File: config.mk
export PLATFORM = sky130hd
export DESIGN_NAME = sqr_cell
export DESIGN_NICKNAME = d
export VERILOG_FILES = /design/src/rtl/sqr_pkg.sv /design/src/rtl/sqr_cell.sv
export SDC_FILE = /design/constraint.sdc
export NUM_CORES = 1
export LEC_CHECK = 0
export BUFFER_PORTS_ARGS = -buffer_cell sky130_fd_sc_hd__buf_2
export CAP_MARGIN = 10
export CORE_AREA = 2 2 180 182
export CTS_BUF_LIST = sky130_fd_sc_hd__clkbuf_4
export DETAILED_ROUTE_END_ITERATION = 10
export DIE_AREA = 0 0 182 184
export GPL_ROUTABILITY_DRIVEN = 0
export GPL_TIMING_DRIVEN = 0
export PLACE_DENSITY = 0.55
export SLEW_MARGIN = 25
export SYNTH_ARGS = -nofsm -noshare
export SYNTH_HDL_FRONTEND = slang
export SYNTH_SLANG_ARGS = --single-unit
File: constraint.sdc
create_clock -name clk -period 5 [get_ports clk]
set_input_delay 0.25 -clock clk [delete_from_list [all_inputs] [get_ports clk]]
set_output_delay 0.25 -clock clk [all_outputs]
set_load 0.1 [all_outputs]
File: src/rtl/sqr_pkg.sv
// Package for the sorted ready queue: payload structs, command and status codes,
// the per-cell control struct and the ordering compare function.
// Depends on nothing; every other file of the block imports it.
`timescale 1ns / 1ps

package sqr_pkg;

    localparam int DEF_QUEUE_DEPTH = 16;
    localparam int CMD_W           = 3;
    localparam int STATUS_W        = 3;
    localparam int MODE_W          = 2;
    localparam int COUNT_W         = 5;

    localparam logic [CMD_W-1:0] CMD_PUSH      = 3'd0;
    localparam logic [CMD_W-1:0] CMD_POP       = 3'd1;
    localparam logic [CMD_W-1:0] CMD_REMOVE    = 3'd2;
    localparam logic [CMD_W-1:0] CMD_PEEK_TIME = 3'd3;
    localparam logic [CMD_W-1:0] CMD_PEEK_PRIO = 3'd4;
    localparam logic [CMD_W-1:0] CMD_RESORT    = 3'd5;
    localparam logic [CMD_W-1:0] CMD_SHUTDOWN  = 3'd6;

    localparam logic [STATUS_W-1:0] ST_OK        = 3'd0;
    localparam logic [STATUS_W-1:0] ST_EMPTY     = 3'd1;
    localparam logic [STATUS_W-1:0] ST_NOT_FOUND = 3'd2;
    localparam logic [STATUS_W-1:0] ST_FULL      = 3'd3;
    localparam logic [STATUS_W-1:0] ST_CLOSED    = 3'd4;

    localparam logic [MODE_W-1:0] MODE_FIFO = 2'd0;
    localparam logic [MODE_W-1:0] MODE_SJF  = 2'd1;
    localparam logic [MODE_W-1:0] MODE_PRIO = 2'd2;

    typedef enum logic {
        KEY_TIME,
        KEY_PRIO
    } key_t;

    typedef enum logic [1:0] {
        OP_HOLD,
        OP_INSERT,
        OP_REMOVE,
        OP_ROTATE
    } cell_op_t;

    typedef struct packed {
        logic [15:0] pid;
        logic [31:0] remaining;
        logic [31:0] arrival;
        logic [7:0]  prio;
    } entry_t;

    typedef struct packed {
        logic [CMD_W-1:0] cmd;
        logic [15:0]      in_pid;
        logic [31:0]      in_remaining;
        logic [31:0]      in_arrival;
        logic [7:0]       in_priority;
    } sqr_cmd_t;

    typedef struct packed {
        logic [STATUS_W-1:0] status;
        logic [15:0]         out_pid;
        logic [31:0]         out_remaining;
        logic [31:0]         out_arrival;
        logic [7:0]          out_priority;
        logic [COUNT_W-1:0]  count;
    } sqr_rsp_t;

    typedef struct packed {
        cell_op_t          op;
        logic [MODE_W-1:0] mode;
        logic              match_head;
    } cell_ctrl_t;

    // True when entry a orders strictly before entry b under the selected key.
    function automatic logic entry_before(entry_t a, entry_t b, key_t key);
        logic res;
        if (key == KEY_TIME) begin
            if (a.remaining != b.remaining) res = a.remaining < b.remaining;
            else                            res = a.arrival < b.arrival;
        end else begin
            if (a.prio != b.prio) res = a.prio < b.prio;
            else                  res = a.arrival < b.arrival;
        end
        return res;
    endfunction

endpackage

File: src/rtl/sqr_cell.sv
// One cell of the queue chain: holds a single entry and takes its next value
// from itself, a neighbor, the head cell or the candidate entry.
// Depends on sqr_pkg.
`timescale 1ns / 1ps

module sqr_cell
    import sqr_pkg::*;
#(
    parameter int QUEUE_DEPTH = DEF_QUEUE_DEPTH,
    parameter int INDEX       = 0,
    localparam int CW         = $clog2(QUEUE_DEPTH + 1)
)(
    input  logic          clk,
    input  cell_ctrl_t    ctrl,
    input  logic [CW-1:0] lo,
    input  logic [CW-1:0] hi,
    input  entry_t        cand,
    input  entry_t        left,
    input  entry_t        right,
    input  entry_t        head,
    input  logic          seen_left,
    output logic          stop,
    output entry_t        entry
);

    localparam logic [CW-1:0] IDX  = CW'(INDEX);
    localparam logic [CW-1:0] IDX1 = CW'(INDEX + 1);

    entry_t entry_reg;
    entry_t entry_next;
    logic   in_lo;
    logic   below_hi;
    logic   at_hi;
    logic   ordered;
    logic   ahead;

    assign in_lo    = IDX >= lo;
    assign below_hi = IDX < hi;
    assign at_hi    = IDX == hi;

    always_comb
    begin
        ordered = 1'b0;
        ahead   = 1'b0;
        case (ctrl.mode)
            MODE_SJF:
            begin
                ordered = 1'b1;
                ahead   = entry_before(entry_reg, cand, KEY_TIME);
            end
            MODE_PRIO:
            begin
                ordered = 1'b1;
                ahead   = entry_before(entry_reg, cand, KEY_PRIO);
            end
            default:
            begin
                ordered = 1'b0;
                ahead   = 1'b0;
            end
        endcase
    end

    always_comb
    begin
        stop = 1'b0;
        case (ctrl.op)
            OP_INSERT: stop = ordered && in_lo && below_hi && !ahead;
            OP_REMOVE: stop = below_hi && (ctrl.match_head ? (IDX == '0)
                                                           : (entry_reg.pid == cand.pid));
            default:   stop = 1'b0;
        endcase
    end

    always_comb
    begin
        entry_next = entry_reg;
        case (ctrl.op)
            OP_INSERT:
            begin
                if (in_lo && (below_hi || at_hi)) begin
                    if (seen_left) entry_next = left;
                    else if (stop || at_hi) entry_next = cand;
                end
            end
            OP_REMOVE:
            begin
                if (below_hi && (seen_left || stop)) entry_next = right;
            end
            OP_ROTATE:
            begin
                if (IDX1 == hi) entry_next = head;
                else if (below_hi) entry_next = right;
            end
            default: entry_next = entry_reg;
        endcase
    end

    always_ff @(posedge clk)
    begin
        entry_reg <= entry_next;
    end

    assign entry = entry_reg;

endmodule

==> results by group <==
Setup path
  • Crit path launch type: register
  • Critical path startpoint: entry[55]$_DFFE_PP_
  • Crit path DAT: 3320 ps
  • R2R Path Start: entry[55]$_DFFE_PP_
  • Worst EP required: ~4800 ps
  • Reg-to-Reg End: entry[62]$_DFFE_PP_
  • Peak fanout along the critical path: 4
  • Crit Path Category: reg2out
  • Setup slack, reg-to-reg: between 1000 and 1500 ps
  • CP Capture Type: output port
  • R2r worst-path depth: 9

Floorplan
  • Die ar.: approximately 0.033 mm^2
  • Die X: about 180 um
  • Die H: around 180 um
  • Starting Density: a little over a quarter
  • Ports: approximately 460
  • Row cnt: 65
  • Total core area: between 0.03 and 0.04 mm^2

Layout
  • Post-route cell area: 0.0112 mm^2
  • Share of cells above drive strength 1: between 40 and 50%
  • Total Nets Final: between 1.5k and 2k
  • Max reg flops: 88
  • Area Growth Syn to Fin: 36.3%

Power
  • Pint: about 1.5 mW
  • Comb pwr share: 52.4%
  • Clk pwr share: about 15%
  • Tot Pwr: 3.08 mW
  • Pwr dens: 276 mW/mm^2
  • Net Sw Power: 1.54 mW
  • Sw Share: between 40 and 50%
  • Peak VDD IR: ~0.11 mV
  • Sequential Power Share: approximately a third
  • Pleak: ~5.5 nW

Yosys
  • Seq cells post-synth: 88
  • Post-Synthesis Cell Area: 0.00819 mm^2
  • Avg Inst Size Synth: 10.1 um^2
  • Sequential fraction of the synthesis area: between 30% and 40%
  • Synth Warn #: 0
  • Number of synthesized flops with an enable pin: a little under 90
  • Mapped Nets: between 1k and 1.5k
  • Post-synthesis cell type count: 43
  • Async SR Flop Fraction: 0%
  • Synth Flop Type: edfxtp_1
  • Cells after synthesis: around 800

Clock tree
  • CTS buffer count: 9
  • Cts repair resizes: 0
  • CTS root buffer: clkbuf_4
  • Worst-path clk slew: around 170 ps
  • Setup bufs post-CTS: 0
  • CTS tree: built
  • Hold buffers post-CTS: 0
  • TritonCTS Sinks: roughly 90
  • Clock Path Buffers: 2
  • H-Tree Level Count: 3
  • Clk_lat worst skew: 470 ps

Drt
  • Via density: around 5
  • DRC: 0
  • Via count: approximately 8.4k
  • Wire per inst: between 20 and 25 um
  • Drt first-iter violations: between 300 and 400
  • Final WL: ~37000 um
  • ANT nets after route: 0
  • TritonRoute pass-1 iters: 5

GRT
  • Largest net degree at the start of global routing: between 40 and 50
  • First-pass GRT wire length: approximately 52000 um
  • Total gr overflow: 0
  • Vias in the first global route: between 8k and 9k
  • GRT Resource Usage Total: 21.1%
  • Initial antenna violation count: 4

STA
  • Slew Limit Fails: 0
  • Least-Margin Pin Slew: between 1000 and 1500 ps
  • Period minus WS final: between 3000 and 4000 ps
  • RSZ-0062 raised after global routing: no
  • Final Hold Viols: 0
  • Fmax: 0.280 GHz
  • Hold_ws: between 80 and 90 ps
  • Crit share post-route: about 70%
  • Setup slack after layout: 1430 ps
  • Setup Viol. Count Final: 0
  • Clock Skew: roughly 26 ps
  • Slew HR: between 20 and 30%

Min path
  • Hold Path Sink: entry[82]$_DFFE_PP_
  • WHS Path Cells: 2
  • Hold_sp: right[82]
  • Hold/Removal Path Class: in2reg

Place
  • Cell Area, Placed: around 0.011 mm^2
  • Count of input and output buffers: around 460
  • Hpwl dp: just over 30000 um
  • Post-place setup slack: 1300 ps

Status
  • Outcome: completed

Job
  • Max-cap violations: 0
## worst max-delay path, stage by stage (launching register included)
cell,delay [ps]
edfxtp_1,440
ha_1,350
nand4_1,190
nor4_1,580
a2111oi_0,160
a31oi_1,290
o21ai_1,120
o21ai_0,100
and3_1,190
buf_2,440
## worst max-delay path by stage
| stage | endpoint | cells after the start | slack [ps] |
|---|---|---|---|
| 2_1_floorplan | entry[0]$_DFFE_PP_ | 7 | 240 |
| 3_3_place_gp | entry[31]$_DFFE_PP_ | 8 | -1110 |
| 3_5_place_dp | entry[83]$_DFFE_PP_ | 9 | 1300 |
| 4_1_cts | stop | 9 | 1230 |
| 5_1_grt | entry[62]$_DFFE_PP_ | 9 | 1170 |
| 6_report | stop | 9 | 1430 |
## power groups by stage
stage	combinational [mW]	sequential (mW)	clock, mW
floorplan	0.455	1.71	0
global placement	1.60	1.04	0
detailed placement	1.62	1.03	0
CTS	1.62	1.02	0.481
global route	1.71	1.03	0.496
finish	1.61	1.01	0.452
## through the flow
step | util, % | cells | TNS (ps)
2_1_floorplan | - | 808 | 0
3_3_place_gp | 35.0 | 1666 | -96770
3_5_place_dp | 35.1 | 1667 | 0
4_1_cts | 35.5 | 1683 | 0
5_1_grt | 35.5 | 1685 | 0
6_report | 35.5 | 1685 | 0
## area by class of cell
cell class	instances	area, um^2
Tap cell	402	503
Multi-Input combinational cell	594	5050
Sequential cell	88	2640
Fill cell	3337	20200
Clock buffer	11	82.6
Timing Repair Buffer	457	2310
Buffer	49	220
Inverter	77	289
Clock inverter	5	57.6
Antenna cell	2	5.00
## logic make-up (layout without fill, tap and decap cells)
| kind of cell | Yosys count | after routing | synth area share, % |
|---|---|---|---|
| AOI/OAI and AO/OA | 156 | 156 | 15.8 |
| muxes | 176 | 176 | 22.9 |
| and+or+nand+nor | 169 | 169 | 9.44 |
| buffers and inverters | 126 | 599 | 6.17 |
| adders and majority gates | 77 | 77 | 11.8 |
| DFF | 88 | 88 | 32.3 |
| xor gates and xnor gates | 16 | 16 | 1.71 |
| other | 0 | 2 | 0 |
## cells in the mapped netlist, drive strengths merged, types with 19 or more instances
cell type | n | area share [%]
mux2i | 88 | 11
clkbuf | 23 | 1.1
mux2 | 88 | 12
nand2 | 19 | 0.90
a221o | 88 | 11
nor2 | 98 | 4.5
a21oi | 32 | 2.0
edfxtp | 88 | 32
inv | 77 | 3.5
ha | 77 | 12
buf | 26 | 1.6
## metal layers
metal / GRT usage, % / up-vias / share of wire, %
met2: 38.4 / 349 / 50
met5: 0 / - / 0
met1: 26.1 / 4022 / 43
met4: 4.19 / 0 / 1.4
met3: 3.76 / 31 / 5.7
li1: - / 4019 / -
## layout by cell type (no fill, tap or decap), types with 7 or more instances in the layout
cell type / synthesis / final
a21oi_1: 32 / 32
a221o_1: 88 / 88
buf_1: 15 / 13
buf_2: 8 / 465
clkbuf_1: 23 / 22
clkbuf_4: 0 / 11
edfxtp_1: 88 / 88
ha_1: 77 / 77
inv_1: 77 / 77
mux2_2: 87 / 87
mux2i_1: 88 / 88
nand2_1: 18 / 18
nand2b_1: 8 / 8
nand3_1: 7 / 7
nand4_1: 16 / 16
nor2_1: 98 / 98
nor4_1: 8 / 8
o21ai_0: 14 / 14
xor2_1: 16 / 16
(Power assumes the default switching activity.)
