### src/rtl/sqr_pkg.sv
// Package for the sorted ready queue: payload structs, command and status codes,
// the per-cell control struct and the ordering compare function.
// Depends on nothing; every other file of the block imports it.
`timescale 1ns / 1ps

package sqr_pkg;

    localparam int DEF_QUEUE_DEPTH = 16;
    localparam int CMD_W           = 3;
    localparam int STATUS_W        = 3;
    localparam int MODE_W          = 2;
    localparam int COUNT_W         = 5;

    localparam logic [CMD_W-1:0] CMD_PUSH      = 3'd0;
    localparam logic [CMD_W-1:0] CMD_POP       = 3'd1;
    localparam logic [CMD_W-1:0] CMD_REMOVE    = 3'd2;
    localparam logic [CMD_W-1:0] CMD_PEEK_TIME = 3'd3;
    localparam logic [CMD_W-1:0] CMD_PEEK_PRIO = 3'd4;
    localparam logic [CMD_W-1:0] CMD_RESORT    = 3'd5;
    localparam logic [CMD_W-1:0] CMD_SHUTDOWN  = 3'd6;

    localparam logic [STATUS_W-1:0] ST_OK        = 3'd0;
    localparam logic [STATUS_W-1:0] ST_EMPTY     = 3'd1;
    localparam logic [STATUS_W-1:0] ST_NOT_FOUND = 3'd2;
    localparam logic [STATUS_W-1:0] ST_FULL      = 3'd3;
    localparam logic [STATUS_W-1:0] ST_CLOSED    = 3'd4;

    localparam logic [MODE_W-1:0] MODE_FIFO = 2'd0;
    localparam logic [MODE_W-1:0] MODE_SJF  = 2'd1;
    localparam logic [MODE_W-1:0] MODE_PRIO = 2'd2;

    typedef enum logic {
        KEY_TIME,
        KEY_PRIO
    } key_t;

    typedef enum logic [1:0] {
        OP_HOLD,
        OP_INSERT,
        OP_REMOVE,
        OP_ROTATE
    } cell_op_t;

    typedef struct packed {
        logic [15:0] pid;
        logic [31:0] remaining;
        logic [31:0] arrival;
        logic [7:0]  prio;
    } entry_t;

    typedef struct packed {
        logic [CMD_W-1:0] cmd;
        logic [15:0]      in_pid;
        logic [31:0]      in_remaining;
        logic [31:0]      in_arrival;
        logic [7:0]       in_priority;
    } sqr_cmd_t;

    typedef struct packed {
        logic [STATUS_W-1:0] status;
        logic [15:0]         out_pid;
        logic [31:0]         out_remaining;
        logic [31:0]         out_arrival;
        logic [7:0]          out_priority;
        logic [COUNT_W-1:0]  count;
    } sqr_rsp_t;

    typedef struct packed {
        cell_op_t          op;
        logic [MODE_W-1:0] mode;
        logic              match_head;
    } cell_ctrl_t;

    // True when entry a orders strictly before entry b under the selected key.
    function automatic logic entry_before(entry_t a, entry_t b, key_t key);
        logic res;
        if (key == KEY_TIME) begin
            if (a.remaining != b.remaining) res = a.remaining < b.remaining;
            else                            res = a.arrival < b.arrival;
        end else begin
            if (a.prio != b.prio) res = a.prio < b.prio;
            else                  res = a.arrival < b.arrival;
        end
        return res;
    endfunction

endpackage

### src/rtl/sqr_prefix.sv
// Prefix OR across the cell chain: tells each cell whether a cell in front of
// it raised its stop flag. Depends on sqr_pkg.
`timescale 1ns / 1ps

module sqr_prefix
    import sqr_pkg::*;
#(
    parameter int QUEUE_DEPTH = DEF_QUEUE_DEPTH
)(
    input  logic [QUEUE_DEPTH-1:0] stop,
    output logic [QUEUE_DEPTH-1:0] seen,
    output logic                   any_stop
);

    genvar g;
    for (g = 0; g < QUEUE_DEPTH; g++) begin : g_seen
        localparam logic [QUEUE_DEPTH-1:0] LOW_MASK = {QUEUE_DEPTH{1'b1}} >> (QUEUE_DEPTH - g);
        assign seen[g] = |(stop & LOW_MASK);
    end

    assign any_stop = |stop;

endmodule
### config.mk
export PLATFORM = sky130hd
export DESIGN_NAME = sqr_prefix
export DESIGN_NICKNAME = d
export VERILOG_FILES = /design/src/rtl/sqr_pkg.sv /design/src/rtl/sqr_prefix.sv
export SDC_FILE = /design/constraint.sdc
export NUM_CORES = 1
export LEC_CHECK = 0
export ABC_AREA = 0
export BUFFER_PORTS_ARGS = -buffer_cell sky130_fd_sc_hd__buf_4
export CAP_MARGIN = 20
export CORE_AREA = 5 5 42 44
export DETAILED_ROUTE_END_ITERATION = 8
export DIE_AREA = 0 0 47 49
export PLACE_DENSITY = 0.51
export SLEW_MARGIN = 20
export SYNTH_ARGS = -nofsm -noshare
export SYNTH_HDL_FRONTEND = slang
export SYNTH_SLANG_ARGS = --single-unit
### constraint.sdc
create_clock -name vclk -period 1.2
set_clock_uncertainty 0.15 [all_clocks]
set_input_delay 0.06 -clock vclk [all_inputs]
set_output_delay 0.06 -clock vclk [all_outputs]
set_load 0.005 [all_outputs]
==> results.cfg, run 1 <==
[run_status]
run_status = complete, but fails checks
violations = setup timing

[logic_synthesis]
dominant_combinational_cell_family_by_area_after_synthesis = simple AND/OR/NAND/NOR gates
mappedNetlistArea_um2 = 153.9
post_synth_inst_count = 22
synth_seq_area_share_pct = 0
synth_xor_xnor_area_share_pct = 0
synthTopCellsByCount = sky130_fd_sc_hd__or2_2 (5), sky130_fd_sc_hd__or3_1 (4), sky130_fd_sc_hd__buf_4 (2)
synth_fa_ha_area_share_pct = 0
leading_cell_type_by_number_of_instances_after_synthesis = sky130_fd_sc_hd__or2_2
synth_simple_gate_area_share_pct = 85.37
synth_unique_cells = 14
synth-warning-count = 0
synth_top_cells_by_area = sky130_fd_sc_hd__or2_2 (20%), sky130_fd_sc_hd__or3_1 (16%), sky130_fd_sc_hd__nor4_4 (14%)
synthMuxAreaShare_pct = 0
synth_top_area_share_pct = 20.33
synthDominantAreaCellType = sky130_fd_sc_hd__or2_2
post_synth.cell_area_avg_um2 = 6.995
synthesis.nets = 38
post_synthesis_compound_gate_area_fraction_pct = 0

[power]
comb_power_share_pct = 100.0
power_switching_mw = 0.03489
peak_ir_drop_on_the_vdd_network_uv = 90.97
power.clock.fraction_pct = 0
swShare_pct = 35.07
power.static_leakage_nw = 0.2455
power_frac_seq_pct = 0
cell_pwr_density_nw_per_um2 = 180.3
cellInternalPower_mw = 0.06458

[setup_path]
worstSetupEndpointType = output port
worst_ep_required_time_ns = 0.99
timing.critical_path.from = stop[3]
critical_path.startpoint_type = input pin
worstPathArrival_ns = 1.19
crit_path_max_fanout = 5
crit_type = in -> out

[global_routing]
grt_pass1_wl_um = 1179
grt_antenna_before_repair = 0
grt_usage_pct = 6.246
vias_in_the_first_global_route = 312
grt_max_degree = 6
globalRoute.totalOverflow = 0

[flow_run]
drv_cap = 0

[sta]
fin_crit_ns = 1.396
report.final.slew_viol_count = 0
timing.final.ws_setup_ns = -0.1956
final_hold_viol_count = 0
top_achievable_clock_speed_mhz = 716.5
setup_viol_count_final = 9
hold_slack_ns = 0.2232
rsz_0062_raised_after_global_routing = yes
fin_crit_sh_pct = 116.3

[hold_path]
worst_hold_startpoint = stop[15]
min_path_type = in -> out

[detailed_routing]
drtIter0Drc = 1
detail-route-antenna-nets = 0
num_vias = 322
vias_per_cell = 4.076
routed_wirelength_um = 780
drtPass1Iterations = 3
routed_wire_length_per_instance_um = 9.873
drc_errors = 0

[final_layout]
seq_cell_count = 0
multiInputGateArea_um2 = 171.4
seq_area_um2 = 0
antennaDiodeCount = 0
finish.utilization_pct = 39.38
stdcell_count = 79
layout.nets = 81
area_delta_synth_final_pct = 258.5
n_clock_buffer = 0
final_design_area_no_fill_um2 = 551.8
final_layout_size_suffix_gt1_share_pct = 84.13
fillCellCount = 157

[floorplan]
chip_width_um = 47
core.rowCount = 14
coreArea_um2 = 1401
die_area_um2 = 2303
initial_core_util_pct = 10.98
vertical_extent_of_the_die_um = 49
ios = 33

[placed_design]
placed_area_um2 = 459.2
detailed_place_hpwl_um = 641.4
dpl.cell_count = 76
port_buffers = 32
globalplace.congestion = 0.6002
place_worst_setup_slack_ns = -0.2779

[cts]
ctsHoldBuffers = 0
==> per-layer routing <==
metal | track usage, % | vias to the layer above | wire [um]
met3 | 2.214 | 0 | 179
met5 | 0 | - | 0
met1 | 7.826 | 134 | 270
li1 | - | 160 | -
met4 | 0 | 0 | 0
met2 | 10.63 | 28 | 330
==> area by class of cell <==
cell class / count / share of cell area (%)
repair buffers: 43 / 64.63
multi-input cells: 19 / 31.07
well taps: 16 / 3.628
inverters: 1 / 0.6803
==> worst paths after layout <==
kind | slack (ns) | to | depth (start not counted)
max | -0.20 | seen[7] | 7
min | 0.22 | any_stop | 3
==> kinds of logic after synthesis <==
kind of cell,count (synthesis)
buf+inv,3
other cells,1
simple gates,18
==> layout by cell type, fill, tap and decap left out <==
master,count
sky130_fd_sc_hd__or2_4,2
sky130_fd_sc_hd__conb_1,1
sky130_fd_sc_hd__or4_1,1
sky130_fd_sc_hd__or3_1,4
sky130_fd_sc_hd__nand2b_4,1
sky130_fd_sc_hd__nor4_4,3
sky130_fd_sc_hd__or2_2,3
sky130_fd_sc_hd__buf_6,9
sky130_fd_sc_hd__nand3_1,1
sky130_fd_sc_hd__nand4_1,1
sky130_fd_sc_hd__inv_1,1
sky130_fd_sc_hd__buf_4,34
sky130_fd_sc_hd__nand2_2,1
sky130_fd_sc_hd__nor2_1,1
==> stage by stage <==
| step | power, mW | TNS [ns] |
|---|---|---|
| finish | 0.09947 | -1.059 |
| global route | 0.1070 | -1.628 |
| global placement | 0.07926 | -1.619 |
| detailed placement | 0.07955 | -1.942 |
| floorplan | 0.01681 | 0 |
| CTS | 0.08771 | -0.9391 |
==> power by group through the flow <==
| stage | Combinational (mW) | Sequential (mW) | Clock [mW] |
|---|---|---|---|
| floorplan | 0.0168 | 0 | 0 |
| global placement | 0.0793 | 0 | 0 |
| detailed placement | 0.0795 | 0 | 0 |
| CTS | 0.0877 | 0 | 0 |
| global route | 0.107 | 0 | 0 |
| finish | 0.0995 | 0 | 0 |
==> critical path: stages <==
cell and delay (ns):
sky130_fd_sc_hd__buf_6 0.10, sky130_fd_sc_hd__nor4_4 0.25, sky130_fd_sc_hd__buf_4 0.17, sky130_fd_sc_hd__buf_4 0.12, sky130_fd_sc_hd__nand2b_4 0.05, sky130_fd_sc_hd__or3_1 0.30
sky130_fd_sc_hd__buf_4 0.14
==> timing repair <==
| item | CTS | global route |
|---|---|---|
| setup buffers | 1 | 2 |
| gates resized for setup | 11 | 4 |
| endpoints found under the setup margin | 12 | 10 |
| pin swaps | 5 | 2 |
Power figures use the tool's default switching activity.
==> run 2: changes to the inputs <==
--- a/config.mk
+++ b/config.mk
@@ -11,7 +11,7 @@
 export CORE_AREA = 5 5 42 44
 export DETAILED_ROUTE_END_ITERATION = 8
 export DIE_AREA = 0 0 47 49
-export PLACE_DENSITY = 0.51
+export PLACE_DENSITY = 0.47
 export SLEW_MARGIN = 20
 export SYNTH_ARGS = -nofsm -noshare
 export SYNTH_HDL_FRONTEND = slang
==> run 2 against run 1 <==
Compared with the run above:
- sequential cell count unchanged
- the flow still finishes with violations (setup timing)
- largest cell class unchanged
- cell area increased by 15%
- clock-buffer cell count stayed put
- combinational power up 12%
==> results.cfg, run 2 (synthesis results as in run 1) <==
[sta]
final_hold_viol_count = 0
fin_crit_sh_pct = 119.0
rsz_0062_raised_after_global_routing = yes
report.final.slew_viol_count = 0
setup_viol_count_final = 11
setup-tns-final_ns = -1.406
top_achievable_clock_speed_mhz = 700.3
fin_crit_ns = 1.428
timing.final.ws_setup_ns = -0.2281

[power]
power_switching_mw = 0.03871
comb_power_share_pct = 100.0
peak_ir_drop_on_the_vdd_network_uv = 83.81
cellInternalPower_mw = 0.07224
swShare_pct = 34.89
cell_pwr_density_nw_per_um2 = 175.6
power.clock.fraction_pct = 0
power.static_leakage_nw = 0.2928
power_frac_seq_pct = 0

[final_layout]
stdcell_count = 83
most_common_library_cell_in_the_layout_ignoring_fill_and_taps = sky130_fd_sc_hd__buf_4
n_clock_buffer = 0
fillCellCount = 148
finish.utilization_pct = 45.09
final_cell_mix = sky130_fd_sc_hd__buf_4 (30), sky130_fd_sc_hd__buf_6 (17), sky130_fd_sc_hd__or3_1 (4)
seq_cell_count = 0
seq_area_um2 = 0
layout.nets = 85
area_delta_synth_final_pct = 310.6
final_layout_size_suffix_gt1_share_pct = 86.57
antennaDiodeCount = 0

[setup_path]
worst_ep_required_time_ns = 0.99
worstPathArrival_ns = 1.22
worstSetupEndpointType = output port
crit_type = in -> out
crit_path_max_fanout = 4
critical_path.startpoint_type = input pin

[detailed_routing]
drc_errors = 0
drtPass1Iterations = 2
num_vias = 341
routed_wire_length_per_instance_um = 10.05
routed_wirelength_um = 834
vias_per_cell = 4.108
drtIter0Drc = 2
detail-route-antenna-nets = 0

[hold_path]
hold_depth = 3
min_path_type = in -> out
hold_end = any_stop
worst_hold_startpoint = stop[15]

[global_routing]
busiest_layer = met2
vias_in_the_first_global_route = 326
globalRoute.totalOverflow = 0
grt_max_degree = 5
grt_util_met3_pct = 1.476
grt_util_met2_pct = 11.54
grt_pass1_wl_um = 1248
grt_usage_pct = 6.596
grt_use_met1_pct = 8.478
grt_antenna_before_repair = 0

[placed_design]
port_buffers = 32
dpl.cell_count = 76
globalplace.congestion = 0.6691

[floorplan]
coreArea_um2 = 1401
die_area_um2 = 2303
chip_width_um = 47
initial_core_util_pct = 10.98
vertical_extent_of_the_die_um = 49
core.rowCount = 14
ios = 33

[flow_run]
drv_cap = 0

[run_status]
run_status = complete, but fails checks
violations = setup timing
## run 2: cell types whose count changed in the layout (fill, tap and decap cells not counted)
cell,previous run,this run
sky130_fd_sc_hd__nand3_4,0,1
sky130_fd_sc_hd__buf_4,34,30
sky130_fd_sc_hd__buf_6,9,17
sky130_fd_sc_hd__nand2_4,0,1
sky130_fd_sc_hd__or2_2,3,2
sky130_fd_sc_hd__nand2_2,1,0
sky130_fd_sc_hd__or2_4,2,3
sky130_fd_sc_hd__nand3_1,1,0
## run 2: power by group through the flow
stage / sequential (mW) / clock (mW) / combinational (mW)
global placement: 0 / 0 / 0.0830
global route: 0 / 0 / 0.120
floorplan: 0 / 0 / 0.0168
CTS: 0 / 0 / 0.0981
detailed placement: 0 / 0 / 0.0834
finish: 0 / 0 / 0.111
## run 2: worst max-delay path, cell delays in order
cell and delay (ns):
sky130_fd_sc_hd__buf_6 0.10, sky130_fd_sc_hd__nor4_4 0.30, sky130_fd_sc_hd__buf_4 0.18, sky130_fd_sc_hd__nand2_4 0.04
sky130_fd_sc_hd__or4_1 0.39, sky130_fd_sc_hd__buf_4 0.15
## run 2: worst max-delay path by stage
| stage | startpoint | cells past startpoint | end | slack [ns] |
|---|---|---|---|---|
| after floorplan | stop[5] | 3 | any_stop | 0.04 |
| after global placement | stop[1] | 5 | seen[11] | -0.25 |
| after detailed placement | stop[1] | 5 | any_stop | -0.27 |
| after CTS | stop[3] | 6 | seen[11] | -0.23 |
| after global routing | stop[3] | 6 | seen[11] | -0.31 |
| final | stop[3] | 6 | seen[11] | -0.23 |
## run 2: layout make-up
class	instances	area, um2	share of cell area, %
inverter	1	3.754	0.5941
timing repair buffer	47	416.7	65.94
tap	16	20.02	3.168
multi-input combinational	19	191.4	30.30
## run 2: what timing repair did
item | in CTS | in global routing
pin swaps | 4 | 6
gates cloned | 0 | 0
resized for setup | 16 | 11
setup endpoints to repair | 11 | 11
hold buffers | 0 | 0
setup buffers | 5 | 4
## run 2: layer usage
layer	vias to the layer above	wire, um
met5	-	0
met4	0	0
met3	0	172
met2	25	387
met1	148	274
li1	168	-
## run 2: through the flow
step | instance area, um2 | hold slack, ns | worst slack [ns] | power [mW]
2_1_floorplan | 153.9 | 0.04757 | 0.03987 | 0.01681
6_report | 631.9 | 0.2259 | -0.2281 | 0.1110
5_1_grt | 631.9 | 0.2423 | -0.3106 | 0.1200
3_5_place_dp | 459.2 | 0.2309 | -0.2667 | 0.08343
4_1_cts | 545.5 | 0.2276 | -0.2262 | 0.09805
3_3_place_gp | 459.2 | 0.2331 | -0.2502 | 0.08301
==> run 3: changes to the inputs <==
==> constraint.sdc (replaced) <==
create_clock -name vclk -period 1.4
set_clock_uncertainty 0.15 [all_clocks]
set_input_delay 0.07 -clock vclk [all_inputs]
set_output_delay 0.07 -clock vclk [all_outputs]
set_load 0.005 [all_outputs]
==> run 3 against run 2 <==
Compared with the run above:
- the run still ends with setup timing left
- non-clock buffer count shrank 5
- first-iteration DRC count shrank 50%
- wire length shrank 7.2%
- utilization shrank 8.3 points
- setup slack gained 0.20 ns
- highest routed layer unchanged
==> results.cfg, run 3 (synthesis results as in run 1) <==
[run_status]
run_status = complete, but fails checks
violations = setup timing

[placed_design]
port_buffers = 32
dpl.cell_count = 74
place_worst_setup_slack_ns = -0.07268
detailed_place_hpwl_um = 687.6
globalplace.congestion = 0.6823

[final_layout]
n_clock_buffer = 0
seq_area_um2 = 0
stdcell_count = 78
final_cell_mix = sky130_fd_sc_hd__buf_4 (37), sky130_fd_sc_hd__or2_2 (5), sky130_fd_sc_hd__or3_1 (4), sky130_fd_sc_hd__buf_6 (4), sky130_fd_sc_hd__nor4_2 (2)
area_delta_synth_final_pct = 235.0
most_common_library_cell_in_the_layout_ignoring_fill_and_taps = sky130_fd_sc_hd__buf_4
fillCellCount = 153
seq_cell_count = 0
layout.nets = 80
antennaDiodeCount = 0
final_layout_size_suffix_gt1_share_pct = 83.87

[global_routing]
grt_pass1_wl_um = 1104
grt_usage_pct = 5.825
grt_antenna_before_repair = 0
globalRoute.totalOverflow = 0
grt_max_degree = 5
vias_in_the_first_global_route = 284

[setup_path]
worstSetupEndpointType = output port
critical-path-top-cell-by-count = sky130_fd_sc_hd__buf_4
cp_slowest_cell = sky130_fd_sc_hd__or4_1
timing.critical_path.cells = buf_8, nor4_4, buf_4, nand2_4, or4_1, buf_4
worstPathArrival_ns = 1.21
crit_path_max_fanout = 4
count_of_buffer_and_inverter_cells_on_the_critical_path = 3
critPathMaxStageDelay_ns = 0.39
worst_ep_required_time_ns = 1.18
crit_type = in -> out
critical_path.startpoint_type = input pin
cpLargestDelayFamily = simple AND/OR/NAND/NOR gates

[detailed_routing]
detail-route-antenna-nets = 0
drtPass1Iterations = 2
vias_per_cell = 3.987
routed_wirelength_um = 774
routed_wire_length_per_instance_um = 9.923
drc_errors = 0
num_vias = 311
drtIter0Drc = 1

[sta]
fin_crit_sh_pct = 102.0
report.final.slew_viol_count = 0
top_achievable_clock_speed_mhz = 700.1
timing.final.ws_setup_ns = -0.02831
setup-tns-final_ns = -0.04384
final_hold_viol_count = 0
fin_crit_ns = 1.428
rsz_0062_raised_after_global_routing = yes
setup_viol_count_final = 2
hold_slack_ns = 0.2504

[power]
cell_pwr_density_nw_per_um2 = 155.8
power.clock.fraction_pct = 0
power.static_leakage_nw = 0.2427
swShare_pct = 32.64
p_total_mw = 0.08033
power_switching_mw = 0.02622
cellInternalPower_mw = 0.05411
power_frac_seq_pct = 0
comb_power_share_pct = 100.0
peak_ir_drop_on_the_vdd_network_uv = 77.10

[floorplan]
chip_width_um = 47
coreArea_um2 = 1401
ios = 33
initial_core_util_pct = 10.98
vertical_extent_of_the_die_um = 49
core.rowCount = 14
die_area_um2 = 2303

[flow_run]
drv_cap = 0

[hold_path]
min_path_type = in -> out
run 3: path summary, 6_finish.rpt:
check | startpoint | endpoint | slack [ns] | depth (start not counted)
min | stop[15] | any_stop | 0.25 | 3
max | stop[1] | seen[11] | -0.03 | 6
run 3: per-stage QoR:
stage                     instance area [um2]  utilization, %
after global placement                  444.2           31.70
final                                   515.5           36.79
after CTS                               488.0           34.82
after floorplan                         153.9               -
after global routing                    515.5           36.79
after detailed placement                444.2           31.70
run 3: layout make-up:
| class | instances | area (um2) | share of cell area [%] |
|---|---|---|---|
| Timing Repair Buffer | 42 | 337.8 | 65.53 |
| Multi-Input combinational cell | 19 | 153.9 | 29.85 |
| Inverter | 1 | 3.754 | 0.7282 |
| Tap cell | 16 | 20.02 | 3.883 |
run 3: power by group through the flow:
stage          logic (mW)  clock network [mW]  registers, mW
2_1_floorplan      0.0144                   0              0
3_3_place_gp       0.0704                   0              0
3_5_place_dp       0.0710                   0              0
4_1_cts            0.0776                   0              0
5_1_grt            0.0864                   0              0
6_report           0.0803                   0              0
run 3: metal layers:
metal	share of wire (%)	up-vias	GRT usage, %
met5	0	-	0
met4	0	0	0
met3	19	0	0.7380
met2	45	25	10.86
met1	35	129	7.174
li1	-	157	-
run 3: timing repair:
item / CTS / global route
endpoints found under the setup margin: 4 / 6
hold buffers: 0 / 0
pin swaps: 4 / 4
resized for setup: 4 / 5
buffers inserted: 3 / 1
